File: src/rtl/core/utf8d_pkg.sv
// ----------------------------------------------------------------------------
// UTF-8 decoder package
// Status codes, lane and result types, and scalar value limits.
// ----------------------------------------------------------------------------
package utf8d_pkg;

    typedef enum logic [1:0] {
        ST_OK      = 2'd0,
        ST_BAD_ARG = 2'd1,
        ST_PARSE   = 2'd2
    } t_status;

    // What one byte lane reports about a trailing byte.
    typedef struct packed {
        logic       cont;
        logic [5:0] bits;
    } t_lane;

    typedef struct packed {
        logic [20:0] code_point;
        logic [2:0]  byte_count;
        t_status     status;
    } t_result;

    localparam logic [20:0] MAX_SCALAR    = 21'h10FFFF;
    localparam logic [15:0] SURR_FIRST    = 16'hD800;
    localparam logic [15:0] SURR_LAST     = 16'hDFFF;
    localparam logic [1:0]  CONT_TAG      = 2'b10;
    localparam int          NUM_TRAIL     = 3;

endpackage

File: src/rtl/core/utf8d_lane.sv
// ----------------------------------------------------------------------------
// UTF-8 decoder byte lane
// Checks one trailing byte for the continuation tag and extracts its payload.
// ----------------------------------------------------------------------------
module utf8d_lane (
    input  logic [7:0]       i_byte,
    output utf8d_pkg::t_lane o_lane
);

    always_comb begin
        o_lane.cont = (i_byte[7:6] == utf8d_pkg::CONT_TAG);
        o_lane.bits = i_byte[5:0];
    end

endmodule

File: src/rtl/core/utf8d_merge.sv
// ----------------------------------------------------------------------------
// UTF-8 decoder merge stage
// Classifies the lead byte and combines the lane reports into one result.
// ----------------------------------------------------------------------------
module utf8d_merge (
    input  logic [7:0]         i_lead,
    input  utf8d_pkg::t_lane   i_lane [utf8d_pkg::NUM_TRAIL],
    output utf8d_pkg::t_result o_result
);

    logic [10:0] cp2;
    logic [15:0] cp3;
    logic [20:0] cp4;
    logic        ok2;
    logic        ok3;
    logic        ok4;

    always_comb begin
        cp2 = {i_lead[4:0], i_lane[0].bits};
        cp3 = {i_lead[3:0], i_lane[0].bits, i_lane[1].bits};
        cp4 = {i_lead[2:0], i_lane[0].bits, i_lane[1].bits, i_lane[2].bits};

        // Overlong forms fail the lower bound of each length.
        ok2 = i_lane[0].cont && (i_lead[4:1] != 4'd0);
        ok3 = i_lane[0].cont && i_lane[1].cont && (cp3[15:11] != 5'd0)
              && !((cp3 >= utf8d_pkg::SURR_FIRST) && (cp3 <= utf8d_pkg::SURR_LAST));
        ok4 = i_lane[0].cont && i_lane[1].cont && i_lane[2].cont
              && (cp4[20:16] != 5'd0) && (cp4 <= utf8d_pkg::MAX_SCALAR);

        o_result.code_point = '0;
        o_result.byte_count = 3'd0;
        o_result.status     = utf8d_pkg::ST_PARSE;

        case (i_lead) inside
            8'h00: begin
                o_result.status = utf8d_pkg::ST_BAD_ARG;
            end
            [8'h01:8'h7F]: begin
                o_result.code_point = {13'd0, i_lead};
                o_result.byte_count = 3'd1;
                o_result.status     = utf8d_pkg::ST_OK;
            end
            [8'hC0:8'hDF]: begin
                if (ok2) begin
                    o_result.code_point = {10'd0, cp2};
                    o_result.byte_count = 3'd2;
                    o_result.status     = utf8d_pkg::ST_OK;
                end
            end
            [8'hE0:8'hEF]: begin
                if (ok3) begin
                    o_result.code_point = {5'd0, cp3};
                    o_result.byte_count = 3'd3;
                    o_result.status     = utf8d_pkg::ST_OK;
                end
            end
            [8'hF0:8'hF7]: begin
                if (ok4) begin
                    o_result.code_point = cp4;
                    o_result.byte_count = 3'd4;
                    o_result.status     = utf8d_pkg::ST_OK;
                end
            end
            default: begin
                // Stray continuation bytes and five-byte or longer leads.
                o_result.status = utf8d_pkg::ST_PARSE;
            end
        endcase
    end

endmodule

File: src/rtl/core/utf8_code_point_decoder.sv
// ----------------------------------------------------------------------------
// UTF-8 code point decoder
// Decodes the character at the head of a four-byte window into its scalar
// value, byte count and status, rejecting every malformed form.
// ----------------------------------------------------------------------------
//
//  Channel | Handshake               | Payload
//  --------+-------------------------+---------------------------------------
//  input   | i_valid / o_stall       | i_lead_byte, i_second_byte,
//          |                         | i_third_byte, i_fourth_byte
//  output  | o_valid / i_stall       | o_code_point, o_byte_count, o_status
//
//  The lanes and the merge stage are combinational, so each accepted beat
//  goes straight into a register. A skid register behind the output
//  register catches one beat when the output is stalled; o_stall rises
//  only while that skid register is full, and a new beat can be taken
//  every cycle while it is empty.
//  Synchronous active-low reset empties both registers.
//
module utf8_code_point_decoder (
    input  logic        i_clk,
    input  logic        i_rst_n,

    input  logic        i_valid,
    output logic        o_stall,
    input  logic [7:0]  i_lead_byte,
    input  logic [7:0]  i_second_byte,
    input  logic [7:0]  i_third_byte,
    input  logic [7:0]  i_fourth_byte,

    output logic        o_valid,
    input  logic        i_stall,
    output logic [20:0] o_code_point,
    output logic [2:0]  o_byte_count,
    output logic [1:0]  o_status
);

    // One lane per trailing byte; each checks its own continuation tag in
    // parallel with the others.
    utf8d_pkg::t_lane   lanes [utf8d_pkg::NUM_TRAIL];
    utf8d_pkg::t_result result;

    utf8d_lane u_lane1 (.i_byte(i_second_byte), .o_lane(lanes[0]));
    utf8d_lane u_lane2 (.i_byte(i_third_byte),  .o_lane(lanes[1]));
    utf8d_lane u_lane3 (.i_byte(i_fourth_byte), .o_lane(lanes[2]));

    // The merge stage picks the length from the lead byte and applies the
    // range, overlong and surrogate checks for that length.
    utf8d_merge u_merge (
        .i_lead   (i_lead_byte),
        .i_lane   (lanes),
        .o_result (result)
    );

    // Output register plus one-entry skid register.
    logic               r_out_valid;
    logic               n_out_valid;
    utf8d_pkg::t_result r_out;
    utf8d_pkg::t_result n_out;
    logic               r_skid_valid;
    logic               n_skid_valid;
    utf8d_pkg::t_result r_skid;
    utf8d_pkg::t_result n_skid;
    logic               accept;
    logic               out_free;

    assign accept   = i_valid && !r_skid_valid;
    assign out_free = !r_out_valid || !i_stall;

    always_comb begin
        n_out_valid  = r_out_valid;
        n_out        = r_out;
        n_skid_valid = r_skid_valid;
        n_skid       = r_skid;
        if (out_free) begin
            if (r_skid_valid) begin
                // A parked beat goes out first; no new beat is taken now.
                n_out        = r_skid;
                n_out_valid  = 1'b1;
                n_skid_valid = 1'b0;
            end else begin
                n_out_valid = accept;
                if (accept) begin
                    n_out = result;
                end
            end
        end else if (accept) begin
            // Output is held by the consumer, so park the new beat.
            n_skid       = result;
            n_skid_valid = 1'b1;
        end
    end

    always_ff @(posedge i_clk) begin
        if (!i_rst_n) begin
            r_out_valid  <= 1'b0;
            r_skid_valid <= 1'b0;
        end else begin
            r_out_valid  <= n_out_valid;
            r_skid_valid <= n_skid_valid;
        end
    end

    always_ff @(posedge i_clk) begin
        r_out  <= n_out;
        r_skid <= n_skid;
    end

    assign o_stall      = r_skid_valid;
    assign o_valid      = r_out_valid;
    assign o_code_point = r_out.code_point;
    assign o_byte_count = r_out.byte_count;
    assign o_status     = r_out.status;

endmodule

File: config.mk
export PLATFORM = sky130hd
export DESIGN_NAME = utf8_code_point_decoder
export DESIGN_NICKNAME = d
export VERILOG_FILES = /design/src/rtl/core/utf8d_pkg.sv /design/src/rtl/core/utf8d_lane.sv /design/src/rtl/core/utf8d_merge.sv /design/src/rtl/core/utf8_code_point_decoder.sv
export SDC_FILE = /design/constraint.sdc
export NUM_CORES = 1
export LEC_CHECK = 0
export BUFFER_PORTS_ARGS = -buffer_cell sky130_fd_sc_hd__buf_2
export CORE_UTILIZATION = 48
export CTS_BUF_LIST = sky130_fd_sc_hd__clkbuf_2 sky130_fd_sc_hd__clkbuf_4 sky130_fd_sc_hd__clkbuf_8
export CTS_CLUSTER_SIZE = 16
export DETAILED_ROUTE_END_ITERATION = 16
export PLACE_DENSITY = 0.73
export SLEW_MARGIN = 20
export SYNTH_ARGS = -nofsm -noshare
export SYNTH_HDL_FRONTEND = slang
export SYNTH_SLANG_ARGS = --single-unit
File: constraint.sdc
create_clock -name i_clk -period 3.4 [get_ports i_clk]
set_input_delay 0.34 -clock i_clk [delete_from_list [all_inputs] [get_ports i_clk]]
set_output_delay 0.34 -clock i_clk [all_outputs]
set_load 0.01 [all_outputs]
# Yosys cells after proc, flatten, opt, wreduce, memory -nomap -nowiden

Cells that the tools add are included.

$lt $le $gt $ge: 11
Equal/unequal tests: 3
Multiplexer cells: 16
Bitwise logic cells: 2
Reductions and logical operators: 26

Operators by type and width:

| cell                   | count |
|---|---|
| $mux W24               | 5 |
| $mux W26               | 3 |
| $ge A8 B8 Y1 const B   | 3 |
| $le A8 B8 Y1 const B   | 3 |
| $le A21 B21 Y1 const B | 1 |
| $mux W21               | 1 |
| $ge A16 B16 Y1 const B | 1 |
| $le A16 B16 Y1 const B | 1 |
| $mux W16               | 1 |
| $logic_and A1 B1 Y1    | 13 |
| $mux W2                | 5 |
| $reduce_bool A5 Y1     | 2 |
| $ge A8 B1 Y1 const B   | 1 |
| $le A8 B7 Y1 const B   | 1 |
| $logic_not A8 Y1       | 1 |
| $eq A2 B2 Y1 const B   | 3 |
| $logic_not A1 Y1       | 4 |
| $reduce_and A2 Y1      | 2 |
| $reduce_bool A4 Y1     | 1 |
| $not A1 Y1             | 2 |
| $reduce_bool A2 Y1     | 1 |
| $reduce_or A2 Y1       | 1 |
| $logic_or A1 B1 Y1     | 1 |
| $mux W1                | 1 |

Flip-flop bits (word level): 54
Output and inout port bits: 28

# Longest topological paths before layout

Gate-level depths: netlist of the first run.

Word-level depth: 13
Depth in mapped cells: 7

# By module

A second synthesis of the first run with hierarchy kept.

Cell total of the unflattened synthesis: 199
Area, all modules: 2775.2 sq um

Modules (own cells, without submodules):

| module                  | times used | cells each | area each (sq um) | seq. area each (sq um) |
|---|---|---|---|---|
| utf8_code_point_decoder | 1          | 89         | 2060.7            | 1601.5 |
| utf8d_merge             | 1          | 89         | 538.0             | 0.0 |
| utf8d_lane              | 3          | 7          | 58.8              | 0.0 |

# Worst setup path after synthesis of the first run

No wires, ideal clock.

Path kind: register to register
Start: register r_skid_valid (netlist: o_stall)
End: register r_skid[0] (netlist bit) (enable)
Arrival: 2.722 ns
Data required time: 2.953 ns
Path slack: 0.231 ns
Cell stages (with the launch flop): 4
Clock period less this slack: 3.169 ns
Path through: dfxtp_1 clkbuf_1 buf_1 nor3b_1

Longest elaborated chain between the ends: 3

RTL lines:

| item                               | RTL line                       | source |
|---|---|---|
| start: declaration                 | utf8_code_point_decoder.sv:60  | `logic r_skid_valid;` |
| start signal: assignment           | utf8_code_point_decoder.sv:100 | `r_skid_valid <= n_skid_valid;` |
| $logic_not A1 Y1                   | utf8_code_point_decoder.sv:67  | `assign accept = i_valid && !r_skid_valid;` |
| $logic_and A1 B1 Y1                | utf8_code_point_decoder.sv:67  |  |
| $reduce_and A2 Y1 (no source line) | -                              |  |
| end signal: assignment             | utf8_code_point_decoder.sv:106 | `r_skid <= n_skid;` |
| end: declaration                   | utf8_code_point_decoder.sv:62  | `utf8d_pkg::t_result r_skid;` |

No other way between the ends.
A chain may end at the register's enable or synchronous reset.

# Worst setup path after layout of the first run

Start: input i_lead_byte[7]
End: register r_out, in the netlist o_code_point[2], data pin

Longest elaborated chain between the ends: 9

RTL lines:

| item                                                          | RTL line                       | source |
|---|---|---|
| start: declaration                                            | utf8_code_point_decoder.sv:26  | `input logic [7:0] i_lead_byte,` |
| $ge A8 B8 Y1 (no source line) or $le A8 B8 Y1 (tied branches) | -                              |  |
| $logic_and A1 B1 Y1 (no source line)                          | -                              |  |
| $mux W24 (4 in a row)                                         | utf8d_merge.sv:34              | `case (i_lead) inside` |
| $mux W24 *                                                    | utf8d_merge.sv:34              |  |
| $mux W26 *                                                    | utf8_code_point_decoder.sv:83  | `if (accept) begin` |
| $mux W26 *                                                    | utf8_code_point_decoder.sv:76  | `if (r_skid_valid) begin` |
| end signal: assignment                                        | utf8_code_point_decoder.sv:105 | `r_out <= n_out;` |
| end: declaration                                              | utf8_code_point_decoder.sv:58  | `utf8d_pkg::t_result r_out;` |

Mark *: on every way between the ends. The rest lies on a longest branch, timed or not. The select of a mux whose other input is x is not followed.

==> flow_summary.json, run 1 <==
{
  "status": "finished clean",
  "period_share_pct": 68.8,
  "clockBufferDepth": 2,
  "postSynthCellCount": 202,
  "via_count": 1913,
  "cp_max_fo": 16,
  "grt_pass1_vias": 1900,
  "core_sq_um": 5240,
  "clock-root-buffer": "clkbuf_8",
  "fmax_mhz": 427,
  "drt_iter0_markers": 152,
  "finalMaxSlewViolations": 0,
  "mostFrequentLayoutCell": "buf_2",
  "antennaDiodeCount": 0,
  "area_growth_pct": 18.2,
  "synth_area_sq_um": 2670,
  "start_kind": "primary input",
  "dieArea_sq_um": 5870,
  "place_area_sq_um": 3060,
  "grt_pass1_wl_mm": 9.49,
  "grt_start_max_net_pins": 42,
  "pwr-share-seq_pct": 59.1,
  "antenna_found_initial": 0,
  "critPathRequiredTime_ns": 3.54,
  "cp-end-kind": "flop",
  "cts.htree.levels": 2,
  "power_density_nw_per_um2": 412,
  "dp_cells": 326,
  "critPathLaunch": "i_lead_byte[7]",
  "ys_ff_latch": 54,
  "drive_gt1_share_pct": 43.6,
  "rsz0062_at_grt": "false",
  "vias_per_cell": 5.73,
  "total_power_mw": 1.30,
  "holdCritPathClass": "primary input to flop",
  "postCtsSetupRepairBufs": 0,
  "grtUsageTotal_pct": 20.9,
  "arrival_ns": 2.48,
  "yosysUniqueCellTypes": 43,
  "fin_crit_ns": 2.34,
  "combPwrFrac_pct": 11.3,
  "die_w_um": 76.6,
  "maxCapViolCount": 0,
  "cts_tree": "built",
  "grt_overflow": 0,
  "ys_seq_area_share_pct": 60.0,
  "drc": 0,
  "path_clk_slew_ns": 0.10,
  "fin_skew_ns": 0.00780,
  "rows": 26,
  "cts_sinks": 54,
  "ctsHoldBuffers": 0,
  "multi_input_area_sq_um": 995,
  "syn-num-nets": 238,
  "p_switching_mw": 0.328,
  "wl_per_cell_um": 17.4,
  "start_util_pct": 51.0,
  "top_level_ports": 64,
  "setup_viol": 0,
  "antenna_left": 0,
  "p_leak_nw": 1.19,
  "fin_nets": 299,
  "dpl.hpwl_mm": 4.13,
  "tightest_slew_ns": 0.853,
  "finalSetupTns_ns": 0,
  "finalHoldViolCount": 0,
  "io_buffer_count": 63,
  "power.internal_mw": 0.973,
  "mostFrequentLayoutCells": "buf_2 (63), edfxtp_1 (52), nand2_1 (19)",
  "cts_buffers": 5,
  "place.gp.congestion": 0.907,
  "die_h_um": 76.6,
  "switching_share_pct": 25.2,
  "relSlewSlack_pct": 42.4,
  "avgSynthCellArea_sq_um": 13.2,
  "firstDrtPassIters": 4,
  "ir_drop_v": 0.000205,
  "clockPowerShare_pct": 29.6,
  "instances_no_fill": 334,
  "stdcell_area_sq_um": 3160,
  "critPathKind": "primary input to flop",
  "r2r_start": "o_stall",
  "min_from": "i_rst_n",
  "cts_resized": 0,
  "drt-total-wl_mm": 5.82,
  "clk-insertion-delay-late_ns": 0.31,
  "ys_warn_count": 0,
  "register_area_sq_um": 1600,
  "fillers": 424
}
final timing paths:
path | endpoint | slack (ns) | depth (start not counted)
hold reg to reg | o_byte_count[2] | 0.54 | 1
hold / removal | o_valid | 0.28 | 2
setup reg to reg | o_code_point[2] | 1.57 | 4
setup / recovery | o_code_point[2] | 1.06 | 6
layout make-up:
cell class              count  area share (%)
flip-flops and latches     54            50.7
multi-input cells         129            31.5
repair buffers             69            11.4
well taps                  70            2.77
clock buffers               5            2.18
clock inverters             3           0.912
inverters                   4           0.476
state kept, by name, summed over array words and instances (netlist names):
name and flops:
o_status 2, o_valid 1, r_skid 26, o_code_point 21, o_stall 1, o_byte_count 3
worst max-delay path, cell delays in order:
cell and delay, ns:
buf_2 0.25, inv_2 0.18, or4_1 0.71, nor4_2 0.68, a22oi_1 0.19, o31ai_2 0.12
synthesized netlist by cell type:
cell / number / share of area [%]
edfxtp_1: 52 / 58
nand2_1: 19 / 2.7
a21oi_1: 17 / 3.2
mux2_2: 14 / 5.9
nor2_1: 9 / 1.3
a221oi_2: 8 / 4.5
clkbuf_1: 8 / 1.1
a22oi_1: 7 / 2.0
o31ai_2: 6 / 2.8
a22o_1: 5 / 1.6
and2_1: 5 / 1.2
buf_1: 3 / 0.42
buf_2: 3 / 0.56
inv_1: 3 / 0.42
nand3_1: 3 / 0.56
nor3b_1: 3 / 0.84
nor4_1: 3 / 0.70
or4_1: 3 / 0.84
a21o_1: 2 / 0.56
a22oi_2: 2 / 0.94
dfxtp_1: 2 / 1.5
nand2b_1: 2 / 0.47
nor2b_1: 2 / 0.47
nor4b_1: 2 / 0.66
a211oi_1: 1 / 0.28
a21boi_0: 1 / 0.28
and3_1: 1 / 0.23
and3b_1: 1 / 0.33
buf_6: 1 / 0.42
inv_2: 1 / 0.14
nand3b_1: 1 / 0.28
nand4_1: 1 / 0.23
nand4b_1: 1 / 0.33
nor3_1: 1 / 0.19
nor3_2: 1 / 0.37
nor4_2: 1 / 0.47
nor4_4: 1 / 0.80
o21ai_0: 1 / 0.19
o311ai_0: 1 / 0.33
o31ai_1: 1 / 0.28
o41ai_2: 1 / 0.61
or2_2: 1 / 0.23
xor2_1: 1 / 0.33
power groups by stage:
stage          Combinational, mW  Sequential, mW  Clock, mW
2_1_floorplan             0.0630           0.798          0
3_3_place_gp               0.146           0.784          0
3_5_place_dp               0.148           0.785          0
4_1_cts                    0.148           0.770      0.392
5_1_grt                    0.161           0.772      0.409
6_report                   0.147           0.769      0.385
stage by stage:
stage	setup slack, ns	hold slack [ns]	util (%)
final	1.06	0.279	60.3
after global routing	0.980	0.285	60.3
after CTS	1.09	0.277	60.3
after detailed placement	0.758	0.513	58.4
after global placement	0.846	0.511	58.4
after floorplan	0.231	0.494	-
routing by layer:
layer	wire length [um]	share of wire (%)	GRT usage [%]
met1	2490	43	27.9
met5	0	0	0
met2	2880	50	34.1
met4	91	1.6	8.46
met3	356	6.1	3.23
kinds of logic after synthesis:
kind of cell / after synthesis / synth area share, %
AO/OA/AOI/OAI: 53 / 17.6
XOR/XNOR: 1 / 0.328
buffers and inverters: 19 / 3.09
flip-flops: 54 / 60.0
multiplexers: 14 / 5.90
AND/OR/NAND/NOR: 61 / 13.1
Power figures use the tool's default switching activity.
==> run 2, diff against run 1 <==
Clock period 3.4 ns to 2.28 ns, I/O delays scaled along.
==> flow_summary.json, run 2 (synthesized netlist as in run 1, its figures left out) <==
{
  "io_buffer_count": 63,
  "critPathLaunch": "i_second_byte[5]",
  "arrival_ns": 1.97,
  "fin_nets": 316,
  "clk-insertion-delay-late_ns": 0.31,
  "holdCritPathClass": "primary input to flop",
  "highest_layer": "met4",
  "relSlewSlack_pct": 65.1,
  "wl_per_cell_um": 16.3,
  "finalHoldViolCount": 0,
  "grt_start_max_net_pins": 27,
  "vias_per_cell": 5.58,
  "drt_iter0_markers": 108,
  "mostFrequentLayoutCell": "buf_2",
  "antennaDiodeCount": 0,
  "finalSetupTns_ns": 0,
  "top_register": "r_skid",
  "reg2reg_to": "o_code_point[9]",
  "cp_max_fo": 10,
  "fillers": 434,
  "cts.htree.levels": 2,
  "dr_wl_met3_um": 284,
  "stdcell_area_sq_um": 3300,
  "place_area_sq_um": 3210,
  "drive_gt1_share_pct": 47.3,
  "cts_tree": "built",
  "largest_reg_flops": 26,
  "ctsHoldBuffers": 0,
  "mostFrequentLayoutCells": "buf_2 (63), edfxtp_1 (52), buf_4 (22)",
  "setup_slack_ns": 0.387,
  "cp-end-kind": "flop",
  "setup_viol": 0,
  "top_level_ports": 64,
  "max_stage_delay_ns": 0.38,
  "worst-r2r-cell-count": 3,
  "r2r_start": "o_stall",
  "start_kind": "primary input",
  "rsz0062_at_grt": "false",
  "cp-endpoint": "o_code_point[14]",
  "clockBufferDepth": 2,
  "fmax_mhz": 528,
  "period_share_pct": 83.0,
  "power_density_nw_per_um2": 584,
  "via_count": 1960,
  "grt_pass1_vias": 1863,
  "antenna_left": 0,
  "place.gp.congestion": 0.894,
  "instances_no_fill": 351,
  "grt_pass1_wl_mm": 9.35,
  "cts_buffers": 5,
  "dieArea_sq_um": 5870,
  "core_sq_um": 5240,
  "status": "finished clean",
  "firstDrtPassIters": 4,
  "antenna_found_initial": 0,
  "p_leak_nw": 1.27,
  "register_area_sq_um": 1600,
  "die_h_um": 76.6,
  "dp_cells": 343,
  "maxCapViolCount": 0,
  "finalMaxSlewViolations": 0,
  "grtUsageTotal_pct": 20.8,
  "r2r_slack_ns": 0.58,
  "rows": 26,
  "die_w_um": 76.6,
  "dpl.hpwl_mm": 4.11,
  "path_cells": "buf_2 > buf_4 > nor4_1 > xor2_1 > nor3_2 > buf_4 > a22o_1 > mux2_2",
  "drt-total-wl_mm": 5.71,
  "fin_crit_ns": 1.89,
  "fin_skew_ns": 0.00609,
  "tightest_slew_ns": 0.523,
  "slowest_stage": "nor4_1",
  "clock-root-buffer": "clkbuf_8",
  "drc": 0,
  "path_clk_slew_ns": 0.10,
  "multi_input_area_sq_um": 1000,
  "dp_slack_ns": 0.111,
  "postCtsSetupRepairBufs": 0,
  "start_util_pct": 51.0,
  "cpMostUsedCell": "buf_4",
  "ir_drop_v": 0.000387,
  "grt_overflow": 0,
  "critPathKind": "primary input to flop",
  "critPathRequiredTime_ns": 2.35,
  "area_growth_pct": 23.6,
  "cts_sinks": 54,
  "route.met2.wl_mm": 2.82,
  "cts_resized": 0,
  "drt-met1-wl_mm": 2.53
}
## run 2: changes by cell type in the layout (fill, tap and decap cells not counted)
| cell | before | now |
|---|---|---|
| nor3b_4 | 0 | 1 |
| dfxtp_1 | 2 | 1 |
| buf_4 | 6 | 22 |
| clkinvlp_4 | 0 | 1 |
| inv_8 | 1 | 0 |
| dfxtp_2 | 0 | 1 |
| nor3b_2 | 1 | 0 |
| buf_12 | 0 | 1 |
## run 2: power breakdown
group          switching (mW)  internal [mW]  leakage, nW
clock network           0.324          0.222       0.0447
registers              0.0136           1.14        0.492
logic                   0.135         0.0978        0.734
## run 2: layer usage
metal  track usage (%)  vias to the layer above
li1                  -                      945
met1              27.8                      941
met2              33.2                       66
met3              4.79                        8
met4              7.31                        0
met5                 0                        -
## run 2: layout make-up
cell class	count	area share, %
multi-input combinational	129	30.3
clock buffer	5	2.08
tap	70	2.65
inverter	4	0.455
sequential	54	48.6
clock inverter	3	0.758
timing repair buffer	86	15.2
## run 2: critical path: cells and delay by family
kind,cells,cell delay [ns]
and+or+nand+nor,2,0.50
buffers and inverters,3,0.42
xor gates and xnor gates,1,0.28
AOI/OAI and AO/OA,1,0.26
muxes,1,0.26
## run 2: metrics by stage
stage	hold slack (ns)	total power, mW	util, %
floorplan	0.382	1.28	-
global placement	0.500	1.40	61.2
detailed placement	0.501	1.41	61.2
CTS	0.169	1.94	63.0
global route	0.173	2.00	63.0
finish	0.174	1.93	63.0
## run 2: worst min path at each step
stage / from / endpoint / slack (ns) / cells after the start
2_1_floorplan: i_rst_n / o_valid / 0.38 / 1
3_3_place_gp: i_rst_n / o_valid / 0.50 / 2
3_5_place_dp: i_rst_n / o_valid / 0.50 / 2
4_1_cts: i_rst_n / o_valid / 0.17 / 2
5_1_grt: i_rst_n / o_valid / 0.17 / 2
6_report: i_rst_n / o_valid / 0.17 / 2
